<file path="src/hdl/rvid_pkg.sv">
// Shared types, opcode constants and the format lookup for the RV32 instruction decoder.
package rvid_pkg;

  localparam int unsigned InstrWidth  = 32;
  localparam int unsigned RegIdxWidth = 5;
  localparam int unsigned FormatWidth = 3;
  localparam int unsigned KeyWidth    = 15;
  localparam int unsigned MajorWidth  = 5;

  // Instruction format codes as they appear on the format_kind output.
  typedef enum logic [FormatWidth-1:0] {
    FMT_R = 3'd0,
    FMT_I = 3'd1,
    FMT_S = 3'd2,
    FMT_B = 3'd3,
    FMT_U = 3'd4,
    FMT_J = 3'd5
  } rvid_format_e;

  // Major opcodes (instruction bits 6:2) that the decoder recognizes.
  localparam logic [MajorWidth-1:0] OPC_LOAD     = 5'b00000;
  localparam logic [MajorWidth-1:0] OPC_MISC_MEM = 5'b00011;
  localparam logic [MajorWidth-1:0] OPC_OP_IMM   = 5'b00100;
  localparam logic [MajorWidth-1:0] OPC_AUIPC    = 5'b00101;
  localparam logic [MajorWidth-1:0] OPC_STORE    = 5'b01000;
  localparam logic [MajorWidth-1:0] OPC_AMO      = 5'b01011;
  localparam logic [MajorWidth-1:0] OPC_OP       = 5'b01100;
  localparam logic [MajorWidth-1:0] OPC_LUI      = 5'b01101;
  localparam logic [MajorWidth-1:0] OPC_BRANCH   = 5'b11000;
  localparam logic [MajorWidth-1:0] OPC_JALR     = 5'b11001;
  localparam logic [MajorWidth-1:0] OPC_JAL      = 5'b11011;
  localparam logic [MajorWidth-1:0] OPC_SYSTEM   = 5'b11100;

  // The two low opcode bits of every 32-bit instruction.
  localparam logic [1:0] OPC_QUADRANT_32 = 2'b11;

  typedef struct packed {
    logic         mapped;
    rvid_format_e fmt;
  } rvid_fmt_t;

  typedef struct packed {
    logic                          is_legal;
    logic [FormatWidth-1:0]        format_kind;
    logic [RegIdxWidth-1:0]        dest_reg;
    logic [RegIdxWidth-1:0]        src1_reg;
    logic [RegIdxWidth-1:0]        src2_reg;
    logic signed [InstrWidth-1:0]  immediate;
    logic [KeyWidth-1:0]           dispatch_key;
  } rvid_result_t;

  // Maps a major opcode to its format; unmapped opcodes come back with mapped low.
  function automatic rvid_fmt_t rvid_fmt_lookup(input logic [MajorWidth-1:0] major);
    rvid_fmt_t res;
    res.mapped = 1'b1;
    res.fmt    = FMT_R;
    case (major)
      OPC_LOAD, OPC_MISC_MEM, OPC_OP_IMM, OPC_JALR, OPC_SYSTEM: res.fmt = FMT_I;
      OPC_AUIPC, OPC_LUI:                                      res.fmt = FMT_U;
      OPC_STORE:                                               res.fmt = FMT_S;
      OPC_AMO, OPC_OP:                                         res.fmt = FMT_R;
      OPC_BRANCH:                                              res.fmt = FMT_B;
      OPC_JAL:                                                 res.fmt = FMT_J;
      default:                                                 res.mapped = 1'b0;
    endcase
    return res;
  endfunction

endpackage

</file>
<file path="src/hdl/rvid_if.sv">
// Valid/ready channel interfaces for instruction words and decode results.
interface rvid_instr_if;
  logic                               valid;
  logic                               ready;
  logic [rvid_pkg::InstrWidth-1:0]    instr_word;

  modport source (output valid, output instr_word, input ready);
  modport sink   (input valid, input instr_word, output ready);
endinterface

interface rvid_result_if;
  logic                                  valid;
  logic                                  ready;
  logic                                  is_legal;
  logic [rvid_pkg::FormatWidth-1:0]      format_kind;
  logic [rvid_pkg::RegIdxWidth-1:0]      dest_reg;
  logic [rvid_pkg::RegIdxWidth-1:0]      src1_reg;
  logic [rvid_pkg::RegIdxWidth-1:0]      src2_reg;
  logic signed [rvid_pkg::InstrWidth-1:0] immediate;
  logic [rvid_pkg::KeyWidth-1:0]         dispatch_key;

  modport source (output valid, output is_legal, output format_kind, output dest_reg,
                  output src1_reg, output src2_reg, output immediate, output dispatch_key,
                  input ready);
  modport sink   (input valid, input is_legal, input format_kind, input dest_reg,
                  input src1_reg, input src2_reg, input immediate, input dispatch_key,
                  output ready);
endinterface

</file>
<file path="src/hdl/rvid_decode.sv">
// Combinational field extraction, immediate assembly and dispatch key for one word.
module rvid_decode (
  input  logic [rvid_pkg::InstrWidth-1:0] instr_i,
  output rvid_pkg::rvid_result_t          result_o
);

  logic [rvid_pkg::MajorWidth-1:0] major;
  logic [2:0]                      funct3;
  logic [6:0]                      funct7;
  logic [6:0]                      funct7_key;
  rvid_pkg::rvid_fmt_t             fmt_info;
  logic                            legal;

  assign major    = instr_i[6:2];
  assign funct3   = instr_i[14:12];
  assign funct7   = instr_i[31:25];
  assign fmt_info = rvid_pkg::rvid_fmt_lookup(major);
  assign legal    = fmt_info.mapped && (instr_i[1:0] == rvid_pkg::OPC_QUADRANT_32);

  // AMO keeps aq/rl out of the key so all orderings dispatch alike.
  assign funct7_key = (major == rvid_pkg::OPC_AMO) ? {funct7[6:2], 2'b00} : funct7;

  always_comb begin
    result_o = '0;
    if (legal) begin
      result_o.is_legal    = 1'b1;
      result_o.format_kind = fmt_info.fmt;
      result_o.dest_reg    = instr_i[11:7];
      result_o.src1_reg    = instr_i[19:15];
      result_o.src2_reg    = instr_i[24:20];
      case (fmt_info.fmt)
        rvid_pkg::FMT_R: begin
          result_o.dispatch_key = {funct7_key, funct3, major};
        end
        rvid_pkg::FMT_I: begin
          result_o.src2_reg     = '0;
          result_o.immediate    = {{20{instr_i[31]}}, instr_i[31:20]};
          result_o.dispatch_key = {7'b0, funct3, major};
        end
        rvid_pkg::FMT_S: begin
          result_o.dest_reg     = '0;
          result_o.immediate    = {{20{instr_i[31]}}, instr_i[31:25], instr_i[11:7]};
          result_o.dispatch_key = {7'b0, funct3, major};
        end
        rvid_pkg::FMT_B: begin
          result_o.dest_reg     = '0;
          result_o.immediate    = {{19{instr_i[31]}}, instr_i[31], instr_i[7],
                                   instr_i[30:25], instr_i[11:8], 1'b0};
          result_o.dispatch_key = {7'b0, funct3, major};
        end
        rvid_pkg::FMT_U: begin
          result_o.src1_reg     = '0;
          result_o.src2_reg     = '0;
          result_o.immediate    = {instr_i[31:12], 12'b0};
          result_o.dispatch_key = {10'b0, major};
        end
        rvid_pkg::FMT_J: begin
          result_o.src1_reg     = '0;
          result_o.src2_reg     = '0;
          result_o.immediate    = {{11{instr_i[31]}}, instr_i[31], instr_i[19:12],
                                   instr_i[20], instr_i[30:21], 1'b0};
          result_o.dispatch_key = {10'b0, major};
        end
        default: begin
          result_o = '0;
        end
      endcase
    end
  end

endmodule

</file>
<file path="src/hdl/rv_instruction_decoder_unit.sv">
// Top level of the RV32 instruction decoder: input register, decode logic, result register.
// A word waits in the input register until the result register can take its decode.
// Throughput: one instruction word per cycle unless result_o stalls; the decode path between
// the two registers is a single pass of shallow field-select and mux logic.
// Each register loads when it is empty or its content moves on, so a stalled result holds
// the input stage, and the input stalls only when both stages are full.
// Reset clears only the two stage valid flags; the data registers need no reset.
module rv_instruction_decoder_unit (
  input  logic         clk_i,
  input  logic         rst_ni,
  rvid_instr_if.sink   instr_i,
  rvid_result_if.source result_o
);

  // Input stage: captures the raw word whenever it is empty or will empty this cycle.
  logic                            in_valid_q;
  logic                            in_valid_d;
  logic [rvid_pkg::InstrWidth-1:0] word_q;

  // Result stage: holds one decoded result until the consumer takes it.
  logic                   out_valid_q;
  logic                   out_valid_d;
  rvid_pkg::rvid_result_t res_q;
  rvid_pkg::rvid_result_t res_d;

  logic out_ready;
  logic in_ready;
  logic in_xfer;
  logic advance;

  // The result register can load when it is empty or its content is being transferred.
  assign out_ready = !out_valid_q || result_o.ready;
  // The input register can load when it is empty or its word moves to the result stage.
  assign in_ready  = !in_valid_q || out_ready;
  assign advance   = in_valid_q && out_ready;
  assign in_xfer   = instr_i.valid && in_ready;

  assign instr_i.ready = in_ready;

  // The decode itself is pure logic on the registered word.
  rvid_decode u_decode (
    .instr_i  (word_q),
    .result_o (res_d)
  );

  always_comb begin
    in_valid_d = in_valid_q;
    if (in_ready) begin
      in_valid_d = instr_i.valid;
    end
  end

  always_comb begin
    out_valid_d = out_valid_q;
    if (out_ready) begin
      out_valid_d = in_valid_q;
    end
  end

  always_ff @(posedge clk_i or negedge rst_ni) begin
    if (!rst_ni) begin
      in_valid_q  <= 1'b0;
      out_valid_q <= 1'b0;
    end else begin
      in_valid_q  <= in_valid_d;
      out_valid_q <= out_valid_d;
    end
  end

  always_ff @(posedge clk_i) begin
    if (in_xfer) begin
      word_q <= instr_i.instr_word;
    end
    if (advance) begin
      res_q <= res_d;
    end
  end

  assign result_o.valid        = out_valid_q;
  assign result_o.is_legal     = res_q.is_legal;
  assign result_o.format_kind  = res_q.format_kind;
  assign result_o.dest_reg     = res_q.dest_reg;
  assign result_o.src1_reg     = res_q.src1_reg;
  assign result_o.src2_reg     = res_q.src2_reg;
  assign result_o.immediate    = res_q.immediate;
  assign result_o.dispatch_key = res_q.dispatch_key;

  // A word held in the input stage during an output stall must not be lost or changed.
  a_hold_on_stall: assert property (@(posedge clk_i) disable iff (!rst_ni)
    (in_valid_q && !out_ready) |=> (in_valid_q && $stable(word_q)))
    else $error("input stage lost or changed its word during a stall");

  // A word moving to the result stage must show up there in the next cycle.
  a_advance_lands: assert property (@(posedge clk_i) disable iff (!rst_ni)
    advance |=> out_valid_q)
    else $error("advanced word did not reach the result stage");

  // A rejected word reports zero in every other field.
  a_illegal_zero: assert property (@(posedge clk_i) disable iff (!rst_ni)
    (out_valid_q && !res_q.is_legal) |->
      (res_q.format_kind == '0 && res_q.dest_reg == '0 && res_q.src1_reg == '0 &&
       res_q.src2_reg == '0 && res_q.immediate == '0 && res_q.dispatch_key == '0))
    else $error("illegal word reported nonzero fields");

  // U and J formats carry only the major opcode in the key and no source registers.
  a_uj_fields: assert property (@(posedge clk_i) disable iff (!rst_ni)
    (out_valid_q && res_q.is_legal &&
     (res_q.format_kind == rvid_pkg::FMT_U || res_q.format_kind == rvid_pkg::FMT_J)) |->
      (res_q.dispatch_key[rvid_pkg::KeyWidth-1:rvid_pkg::MajorWidth] == '0 &&
       res_q.src1_reg == '0 && res_q.src2_reg == '0))
    else $error("U/J result carries funct bits or source registers");

  // The R format has no immediate.
  a_r_no_imm: assert property (@(posedge clk_i) disable iff (!rst_ni)
    (out_valid_q && res_q.is_legal && res_q.format_kind == rvid_pkg::FMT_R) |->
      (res_q.immediate == '0))
    else $error("R-format result carries an immediate");

endmodule

</file>
<file path="src/flat_wrapper.sv">
// flat-port wrapper written by rule: the top's interface ports become plain ports
module rv_instruction_decoder_unit_flat 
  (clk_i, rst_ni, instr_i_valid, instr_i_instr_word, instr_i_ready, result_o_valid, result_o_is_legal, result_o_format_kind, result_o_dest_reg, result_o_src1_reg, result_o_src2_reg, result_o_immediate, result_o_dispatch_key, result_o_ready);
  rvid_instr_if instr_i_i ();
  rvid_result_if result_o_i ();
  input  logic clk_i;
  input  logic rst_ni;
  input wire logic [$bits(instr_i_i.valid)-1:0] instr_i_valid;
  input wire logic [$bits(instr_i_i.instr_word)-1:0] instr_i_instr_word;
  output wire logic [$bits(instr_i_i.ready)-1:0] instr_i_ready;
  output wire logic [$bits(result_o_i.valid)-1:0] result_o_valid;
  output wire logic [$bits(result_o_i.is_legal)-1:0] result_o_is_legal;
  output wire logic [$bits(result_o_i.format_kind)-1:0] result_o_format_kind;
  output wire logic [$bits(result_o_i.dest_reg)-1:0] result_o_dest_reg;
  output wire logic [$bits(result_o_i.src1_reg)-1:0] result_o_src1_reg;
  output wire logic [$bits(result_o_i.src2_reg)-1:0] result_o_src2_reg;
  output wire logic [$bits(result_o_i.immediate)-1:0] result_o_immediate;
  output wire logic [$bits(result_o_i.dispatch_key)-1:0] result_o_dispatch_key;
  input wire logic [$bits(result_o_i.ready)-1:0] result_o_ready;
  assign instr_i_i.valid = instr_i_valid;
  assign instr_i_i.instr_word = instr_i_instr_word;
  assign instr_i_ready = instr_i_i.ready;
  assign result_o_valid = result_o_i.valid;
  assign result_o_is_legal = result_o_i.is_legal;
  assign result_o_format_kind = result_o_i.format_kind;
  assign result_o_dest_reg = result_o_i.dest_reg;
  assign result_o_src1_reg = result_o_i.src1_reg;
  assign result_o_src2_reg = result_o_i.src2_reg;
  assign result_o_immediate = result_o_i.immediate;
  assign result_o_dispatch_key = result_o_i.dispatch_key;
  assign result_o_i.ready = result_o_ready;
  rv_instruction_decoder_unit u_core (.clk_i(clk_i), .rst_ni(rst_ni), .instr_i(instr_i_i), .result_o(result_o_i));
endmodule
</file>
<file path="config.mk">
export PLATFORM = sky130hd
export DESIGN_NAME = rv_instruction_decoder_unit_flat
export DESIGN_NICKNAME = d
export VERILOG_FILES = /design/src/hdl/rvid_pkg.sv /design/src/hdl/rvid_if.sv /design/src/hdl/rvid_decode.sv /design/src/hdl/rv_instruction_decoder_unit.sv /design/src/flat_wrapper.sv
export SDC_FILE = /design/constraint.sdc
export NUM_CORES = 1
export LEC_CHECK = 0
export BUFFER_PORTS_ARGS = -buffer_cell sky130_fd_sc_hd__buf_2
export CORE_MARGIN = 2
export CORE_UTILIZATION = 40
export CTS_BUF_LIST = sky130_fd_sc_hd__clkbuf_8
export DETAILED_ROUTE_END_ITERATION = 8
export GPL_TIMING_DRIVEN = 0
export PLACE_DENSITY = 0.69
export REMOVE_ABC_BUFFERS = 1
export SLEW_MARGIN = 20
export SYNTH_ARGS = -nofsm -noshare
export SYNTH_HDL_FRONTEND = slang
export SYNTH_HIERARCHICAL = 1
export SYNTH_SLANG_ARGS = --single-unit
</file>
<file path="constraint.sdc">
create_clock -name clk_i -period 4.9 [get_ports clk_i]
set_input_delay 0.735 -clock clk_i [delete_from_list [all_inputs] [get_ports clk_i]]
set_output_delay 0.735 -clock clk_i [all_outputs]
set_load 0.02 [all_outputs]
</file>
==> results of run 1 <==
## metal layers
| layer | track usage, % | share of wire, % | wire (um) |
|---|---|---|---|
| met1 | 18.9 | 44 | 3630 |
| met2 | 23.3 | 48 | 3970 |
| met3 | 2.66 | 5.7 | 470 |
| met4 | 5.95 | 1.5 | 125 |
| met5 | 0 | 0 | 0 |
## critical path, cell delays in order, from the launching register on
cell	delay, ps
edfxtp_1	830
nor2b_1	360
nor3_1	130
a21oi_4	890
a21oi_1	110
## layout make-up
type,count,share of cell area (%)
clock buffer,9,2.43
clock inverter,6,1.75
inverter,2,0.147
multi-input combinational,171,23.0
sequential,100,58.8
tap,136,3.34
timing repair buffer,104,10.5
## cell usage after synthesis (all sizes together)
library cell	number	area, sq um
edfxtp	98	2940
nand2	30	113
and2	27	174
a21oi	23	183
nor2	16	67.6
and3	15	93.8
buf	15	130
a211oi	8	100
o21ai	8	40.0
nand2b	4	25.0
nand3b	4	46.3
a21boi	3	22.5
nand3	3	15.0
nor3	3	26.3
and4	2	17.5
clkbuf	2	8.75
dfrtp	2	50.1
inv	2	7.51
nand4b	2	17.5
nor2b	2	12.5
o21a	2	15.0
or2	2	15.0
a2111o	1	11.3
a211o	1	8.76
a21o	1	7.51
a221oi	1	8.76
a311o	1	10.0
a311oi	1	15.0
a31oi	1	6.26
and3b	1	8.76
and4b	1	10.0
mux2	1	11.3
nand4	1	12.5
nor3b	1	12.5
nor4	1	6.26
o21bai	1	11.3
o31ai	1	7.51
o32ai	1	27.5
or3b	1	8.76
## kinds of logic (layout without fill, tap and decap cells)
| kind of cell | Yosys count | after routing | synth area share (%) |
|---|---|---|---|
| flip-flops | 100 | 100 | 69.5 |
| multiplexers | 1 | 1 | 0.261 |
| buffers and inverters | 19 | 121 | 3.40 |
| AND/OR/NAND/NOR | 116 | 116 | 15.8 |
| AO/OA/AOI/OAI | 54 | 54 | 11.0 |
## how the worst min path moves through the flow
stage	from	endpoint	slack [ps]	cells past startpoint
4_1_cts	rst_ni	u_core/in_valid_q$_DFFE_PN0P_	120	1
6_report	rst_ni	u_core/in_valid_q$_DFFE_PN0P_	140	1
3_5_place_dp	rst_ni	u_core/in_valid_q$_DFFE_PN0P_	520	1
5_1_grt	rst_ni	u_core/in_valid_q$_DFFE_PN0P_	130	1
3_3_place_gp	rst_ni	u_core/in_valid_q$_DFFE_PN0P_	520	1
2_1_floorplan	rst_ni	u_core/in_valid_q$_DFFE_PN0P_	440	0
## report_power, final
group / internal [mW] / switching, mW / total (mW)
combinational: 0.0638 / 0.132 / 0.196
sequential: 1.00 / 0.0339 / 1.04
clock: 0.286 / 0.276 / 0.562
## per-stage QoR
step | hold WS (ps) | worst slack, ps | cell area, sq um
CTS | 124 | 2250 | 5090
floorplan | 439 | 2070 | 4170
global placement | 520 | 1340 | 4850
global route | 132 | 2100 | 5090
finish | 138 | 2260 | 5090
detailed placement | 521 | 2260 | 4880
==> run_results.csv, run 1 <==
group,metric,value,unit
critical_path,critPathKind,"reg -> reg",
route,vias_per_cell,4.93,
placement,dp_cells,513,
power_and_ir_drop,max-vdd-ir-drop,0.176,mV
sta,final_max_slew_viol_count,0,
sta,min_period,2640,ps
sta,fin_crit_sh,53.8,%
finish,drive_gt1_share,39.0,%
finish,finalNonFillerCells,528,
clocking,cts_sinks,100,
sta,setup_violations,0,
floorplan,initial_core_util,41.5,%
clocking,htreeDepth,3,
route,firstDrtPassIters,4,
floorplan,core,0.0104,sq mm
finish,multi_input_area,0.00117,sq mm
critical_path,worstPathArrival,2700,ps
finish,areaGrowthSynthToFinish,18.2,%
floorplan,pin_count,104,
clocking,clock_latency,360,ps
floorplan,fp.dieH,108,um
clocking,cts_buffer_depth,2,
critical_path,r2r_cells,4,
route,wire_per_inst,15.5,um
placement,port_buffers,103,
sta,fmax,379,MHz
critical_path,endpoint,"u_core/result_o.immediate[1]$_DFFE_PP_",
yosys,yosys.cell_types.count,53,
critical_path,cp.required,4960,ps
finish,fillers,939,
route,ant_nets,0,
finish,final_core_util,49.1,%
sta,slew_headroom,27.7,%
finish,nets,424,
placement,place_congestion,0.785,
clocking,cts_buffers,9,
global_route,grt_pass1_wl,12500,um
critical_path,end_kind,"register",
route,drt-total-wl,8200,um
route,num_vias,2605,
finish,seqCellArea,0.00299,sq mm
clocking,post_cts_resized,0,
yosys,yosysSeqAreaShare,69.5,%
yosys,yosysWarningCount,6,
critical_path,crit_path_start_kind,"register",
global_route,antenna_found_initial,0,
critical_path,worstPathMaxFanout,26,
clocking,post-cts-setup-buffers,0,
finish,final_common_cell,"buf_2",
finish,num_antenna_cells,0,
route,drt_iter0_markers,112,
yosys,syn-cell-area,0.00431,sq mm
power_and_ir_drop,p_per_area,353,mW/mm^2
sta,rsz0062_at_grt,"no",
critical_path,rr_endpoint,"u_core/result_o.immediate[1]$_DFFE_PP_",
flow_run,drv_cap,0,
clocking,cts_hold_buf,0,
critical_path,regToRegStartpoint,"u_core/word_q[2]$_DFFE_PP_",
min_path,hold_path_class,"in -> async",
floorplan,row_count,37,
sta,finalSetupTns,0,ps
global_route,track_usage,14.3,%
global_route,grt-ovfl-total,0,
global_route,grt_pass1_vias,2445,
yosys,avgSynthCellArea,14.9,sq um
sta,hold_viol,0,
yosys,syn_inst,290,
clocking,cts_tree,"done",
placement,dp_hpwl,5650,um
critical_path,rrSetupSlack,2260,ps
floorplan,die_area,0.0116,sq mm
run_status,status,"finished clean",
sta,skew,12.6,ps
finish,final_cell_mix,"buf_2 (103), edfxtp_1 (98), nand2_1 (30)",
floorplan,die_width,108,um
power_and_ir_drop,power.leakage,1.94,nW
power_and_ir_drop,power.total,1.79,mW
route,drc,0,
yosys,synth_seq_cells,100,
clocking,cts-root-buf,"clkbuf_8",
global_route,grt_max_degree,40,
sta,tightest_slew,1080,ps
critical_path,worstSetupStartpoint,"u_core/word_q[2]$_DFFE_PP_",
clocking,clkTransAtPathRegs,90,ps
No activity file was read; power rests on OpenSTA's default activity.
==> run 2, diff against run 1 <==
ABC_AREA = 1   (was not set)
PLACE_DENSITY = 0.71   (was 0.69)
clock period = 2.35 ns   (was 4.9 ns; I/O delays follow)
==> run_results.csv, run 2 <==
group,metric,value,unit
run_status,status,"finished clean",
critical_path,path_cells,"inv_1 > nand2_1 > nand2_4 > nand3_2 > nand2_8 > nor2_1",
route,vias_per_cell,4.81,
global_route,grt-ovfl-total,0,
clocking,cts_tree,"done",
yosys,yosys.cell_types.count,25,
flow_run,drv_cap,0,
floorplan,fp.dieH,108,um
critical_path,cpPeakStageDelay,510,ps
finish,final_cell_mix,"buf_2 (103), edfxtp_1 (98), nor2_1 (72)",
floorplan,core,0.0104,sq mm
global_route,grt_max_degree,67,
critical_path,end_kind,"register",
yosys,async_flop_share,2.00,%
finish,final_common_cell,"buf_2",
placement,dp_cells,601,
clocking,clock_latency,350,ps
clocking,cts-root-buf,"clkbuf_8",
finish,nets,518,
route,ant_nets,0,
global_route,track_usage,15.3,%
critical_path,cpMaxStageDelayCell,"edfxtp_1",
floorplan,row_count,37,
finish,areaGrowthSynthToFinish,20.4,%
sta,hold_viol,0,
global_route,grt_pass1_wl,13400,um
yosys,syn-cell-area,0.00432,sq mm
finish,final_area,0.00519,sq mm
yosys,yosysWarningCount,6,
critical_path,crit_buf_inv,1,
power_and_ir_drop,power.total,3.63,mW
floorplan,die_area,0.0116,sq mm
critical_path,cp.required,2440,ps
critical_path,critical-path-top-delay-family,"simple AND/OR/NAND/NOR gates",
critical_path,crit_path_start_kind,"register",
route,drt-total-wl,8800,um
finish,finalNonFillerCells,623,
sta,fin_crit_sh,92.4,%
floorplan,die_width,108,um
floorplan,initial_core_util,41.4,%
yosys,syn_inst,376,
clocking,cts_buffer_depth,2,
finish,drive_gt1_share,33.1,%
floorplan,pin_count,104,
min_path,hold_path_class,"in -> reg",
global_route,grt_pass1_vias,2791,
clocking,htreeDepth,3,
route,num_vias,2999,
yosys,yosys-top-cells-count,"edfxtp_1 (98), nor2_1 (72), nand2_1 (67)",
sta,tightest_slew,715,ps
sta,skew,16.7,ps
route,drt_iter0_markers,133,
placement,dp_hpwl,5890,um
power_and_ir_drop,max-vdd-ir-drop,0.303,mV
critical_path,worstPathMaxFanout,66,
yosys,synth.most_common_cell,"edfxtp_1",
power_and_ir_drop,power.leakage,2.19,nW
yosys,avgSynthCellArea,11.5,sq um
sta,final_max_slew_viol_count,0,
sta,fmax,461,MHz
yosys,synth_top_area_share,68.2,%
yosys,yosys-top-cells-area,"edfxtp_1 (68%), nor2_1 (6.3%), nand2_1 (5.8%), nand3_1 (5.0%), nor2_2 (3.2%)",
clocking,cts_sinks,100,
yosys,yosysTopAreaCell,"edfxtp_1",
sta,finalSetupTns,0,ps
sta,rsz0062_at_grt,"no",
finish,num_antenna_cells,0,
critical_path,worstPathArrival,2260,ps
route,wire_per_inst,14.1,um
placement,place_congestion,0.757,
clocking,clkTransAtPathRegs,100,ps
sta,min_period,2170,ps
route,drc,0,
global_route,antenna_found_initial,0,
route,firstDrtPassIters,4,
power_and_ir_drop,p_per_area,699,mW/mm^2
sta,whs,164,ps
yosys,synth_edf_count,98,
sta,setup_violations,0,
placement,placed_area,0.00495,sq mm
yosys,synth_seq_cells,100,
sta,slew_headroom,52.2,%
yosys,synthFlopType,"edfxtp_1",
critical_path,critPathKind,"reg -> reg",
yosys,yosysSeqAreaShare,69.4,%
clocking,cts_buffers,9,
placement,port_buffers,103,
-- run 2: worst reg2reg max path: stages, from the launching register on --
cell and delay, ps:
edfxtp_1 510, inv_1 410, nand2_1 170, nand2_4 170
nand3_2 140, nand2_8 360, nor2_1 140
-- run 2: power by group --
part | switching [mW] | internal [mW]
Sequential | 0.0554 | 2.10
Clock | 0.569 | 0.414
Combinational | 0.345 | 0.153
Total | 0.969 | 2.66
-- run 2: layout make-up --
cell class	count	area, sq um
clock buffers	10	138
clock inverters	6	41.3
fillers	985	5220
inverters	19	71.3
multi-input cells	242	1170
flip-flops and latches	100	2990
well taps	136	170
repair buffers	110	611
-- run 2: path summary, 6_finish.rpt --
check | startpoint | to | slack, ps | depth (start not counted)
setup / recovery | u_core/word_q[6]$_DFFE_PP_ | u_core/result_o.src2_reg[0]$_DFFE_PP_ | 180 | 6
hold / removal | instr_i_instr_word[1] | u_core/word_q[1]$_DFFE_PP_ | 160 | 1
setup reg to reg | u_core/word_q[6]$_DFFE_PP_ | u_core/result_o.src2_reg[0]$_DFFE_PP_ | 180 | 6
hold reg to reg | u_core/in_valid_q$_DFFE_PN0P_ | u_core/result_o.valid$_DFFE_PN0P_ | 550 | 2
max in group asynchronous | rst_ni | u_core/in_valid_q$_DFFE_PN0P_ | 1940 | 2
min in group asynchronous | rst_ni | u_core/result_o.valid$_DFFE_PN0P_ | 320 | 2
-- run 2: stage by stage --
| step | setup slack (ps) | utilization, % |
|---|---|---|
| global placement | -2970 | 46.8 |
| detailed placement | -162 | 47.5 |
| finish | 179 | 49.9 |
| global route | 38.5 | 49.9 |
| CTS | -2.95 | 49.4 |
| floorplan | -1900 | - |
-- run 2: logic make-up after synthesis --
group	synth area share, %
simple gates	23.3
flops	69.4
buf+inv	4.58
compound gates	2.81
-- run 2: metal layers --
metal | wire [um] | up-vias | track usage, %
li1 | - | 1498 | -
met1 | 3840 | 1396 | 19.5
met2 | 4390 | 93 | 25.5
met3 | 421 | 12 | 2.60
met4 | 150 | 0 | 6.96
met5 | 0 | - | 0
-- run 2: repair_timing --
item | 4_1_cts | 5_1_grt
hold buffers | 1 | 0
buffers inserted | 0 | 4
pin swaps | 0 | 1
cloned | 0 | 1
gates resized for setup | 2 | 2
hold endpoints to repair | 2 | 0
endpoints found under the setup margin | 66 | 66
==> run 3, diff against run 2 <==
CAP_MARGIN = 20   (was not set)
PLACE_DENSITY = 0.69   (was 0.71)
clock period = 2.5 ns   (was 2.35 ns; I/O delays follow)
==> run_results.csv, run 3 (synthesis results as in run 2) <==
group,metric,value,unit
run_status,status,"finished clean",
critical_path,cpMostUsedCell,"nor2_1",
power_and_ir_drop,power.total,3.45,mW
critical_path,critical-path-top-delay-family,"simple AND/OR/NAND/NOR gates",
global_route,antenna_found_initial,0,
critical_path,cp.required,2720,ps
global_route,grt_max_degree,67,
clocking,cts_sinks,100,
power_and_ir_drop,p_per_area,665,mW/mm^2
critical_path,path_cells,"inv_1 > nand2_1 > nor2_4 > nor2_1 > nand3_2 > nand2_8 > nor2_1",
min_path,hold_end,"u_core/word_q[18]$_DFFE_PP_",
global_route,track_usage,15.7,%
finish,final_common_cell,"buf_2",
placement,post-place-ws,-104,ps
sta,rsz0062_at_grt,"no",
critical_path,cpMaxStageDelayCell,"nor2_4",
sta,slew_headroom,51.0,%
floorplan,die_area,0.0116,sq mm
sta,fmax,435,MHz
placement,place_congestion,0.758,
power_and_ir_drop,power.leakage,2.18,nW
sta,fin_crit_sh,91.9,%
critical_path,crit_buf_inv,1,
critical_path,worstPathMaxFanout,66,
route,num_vias,3030,
clocking,cts-root-buf,"clkbuf_8",
critical_path,end_kind,"register",
finish,areaGrowthSynthToFinish,20.2,%
min_path,hp-start,"instr_i_instr_word[18]",
sta,skew,15.0,ps
global_route,grt_pass1_vias,2826,
placement,dp_hpwl,6000,um
floorplan,pin_count,104,
sta,min_period,2300,ps
sta,setup_violations,0,
power_and_ir_drop,max-vdd-ir-drop,0.327,mV
floorplan,core,0.0104,sq mm
critical_path,regToRegStartpoint,"u_core/word_q[4]$_DFFE_PP_",
critical_path,rr_endpoint,"u_core/result_o.immediate[13]$_DFFE_PP_",
finish,drive_gt1_share,33.1,%
route,vias_per_cell,4.87,
route,ant_nets,0,
global_route,grt_pass1_wl,13700,um
critical_path,worstPathArrival,2520,ps
finish,nets,517,
critical_path,cpPeakStageDelay,500,ps
clocking,cts_buffers,9,
placement,port_buffers,103,
finish,num_antenna_cells,0,
critical_path,r2r_cells,7,
sta,fin_ws,203,ps
route,drt_iter0_markers,128,
flow_run,drv_cap,0,
sta,finalSetupTns,0,ps
route,drt-total-wl,8930,um
clocking,cts_buffer_depth,2,
floorplan,row_count,37,
floorplan,fp.dieH,108,um
sta,tightest_slew,733,ps
route,wire_per_inst,14.3,um
sta,hold_viol,0,
critical_path,crit_path_start_kind,"register",
min_path,timing.hold.worst_path_depth,1,
sta,final_max_slew_viol_count,0,
critical_path,rrSetupSlack,200,ps
critical_path,critPathKind,"reg -> reg",
floorplan,initial_core_util,41.4,%
finish,final_cell_mix,"buf_2 (103), edfxtp_1 (98), nor2_1 (72)",
min_path,hold_path_class,"in -> reg",
clocking,cts_tree,"done",
route,drc,0,
clocking,htreeDepth,3,
clocking,clock_latency,370,ps
clocking,clkTransAtPathRegs,100,ps
route,firstDrtPassIters,4,
floorplan,die_width,108,um
global_route,grt-ovfl-total,0,
[run 3: cell count changes in the layout (fill, tap and decap cells not counted), sizes merged]
cell and change:
clkinv -1, inv +1, nor2 -1, clkbuf -1, clkinvlp +1
[run 3: timing repair]
action / in CTS / in global routing
endpoints found under the setup margin: 59 / 66
setup buffers: 0 / 4
endpoints found under the hold margin: 2 / 0
gates resized for setup: 2 / 1
hold buffers: 1 / 0
[run 3: worst reg2reg max path: cells and delay by family, from the launching register on]
| family | cells | cell delay [ps] |
|---|---|---|
| AND/OR/NAND/NOR | 6 | 1520 |
| flip-flops | 1 | 440 |
| buffers and inverters | 1 | 200 |
[run 3: metal layers]
layer / part of all wire (%) / wire (um) / track usage (%)
met4: 1.4 / 121 / 6.41
met1: 42 / 3770 / 19.9
met2: 51 / 4550 / 26.3
met3: 5.4 / 480 / 3.33
met5: 0 / 0 / 0
[run 3: cell type report]
class	instances	area [sq um]
inverters	19	75.1
flip-flops and latches	100	2990
clock inverters	7	58.8
clock buffers	9	124
fillers	993	5230
repair buffers	110	611
multi-input cells	241	1150
well taps	136	170
[run 3: report_power, final]
| group | internal (mW) | leakage [nW] | total [mW] | switching (mW) |
|---|---|---|---|---|
| logic | 0.143 | 1.09 | 0.466 | 0.323 |
| registers | 1.97 | 0.997 | 2.02 | 0.0521 |
| clock network | 0.377 | 0.0911 | 0.961 | 0.584 |
| total | 2.49 | 2.18 | 3.45 | 0.959 |
[run 3: worst max path at each step]
stage	depth (start not counted)	startpoint	to
detailed placement	6	u_core/word_q[6]$_DFFE_PP_	u_core/result_o.dispatch_key[9]$_DFFE_PP_
global route	9	u_core/word_q[6]$_DFFE_PP_	u_core/result_o.src2_reg[0]$_DFFE_PP_
CTS	6	u_core/word_q[6]$_DFFE_PP_	u_core/result_o.dispatch_key[9]$_DFFE_PP_
finish	7	u_core/word_q[4]$_DFFE_PP_	u_core/result_o.immediate[13]$_DFFE_PP_
floorplan	1	u_core/result_o.valid$_DFFE_PN0P_	u_core/result_o.dest_reg[0]$_DFFE_PP_
global placement	3	result_o_ready	u_core/result_o.dispatch_key[10]$_DFFE_PP_
[run 3: through the flow]
step | hold WS (ps) | std cells | utilization, % | cell area (sq um)
5_1_grt | 147 | 622 | 49.8 | 5190
2_1_floorplan | 79.4 | 360 | - | 4190
3_3_place_gp | 160 | 599 | 46.8 | 4870
3_5_place_dp | 162 | 601 | 47.5 | 4950
6_report | 172 | 622 | 49.8 | 5190
4_1_cts | 152 | 618 | 49.5 | 5150
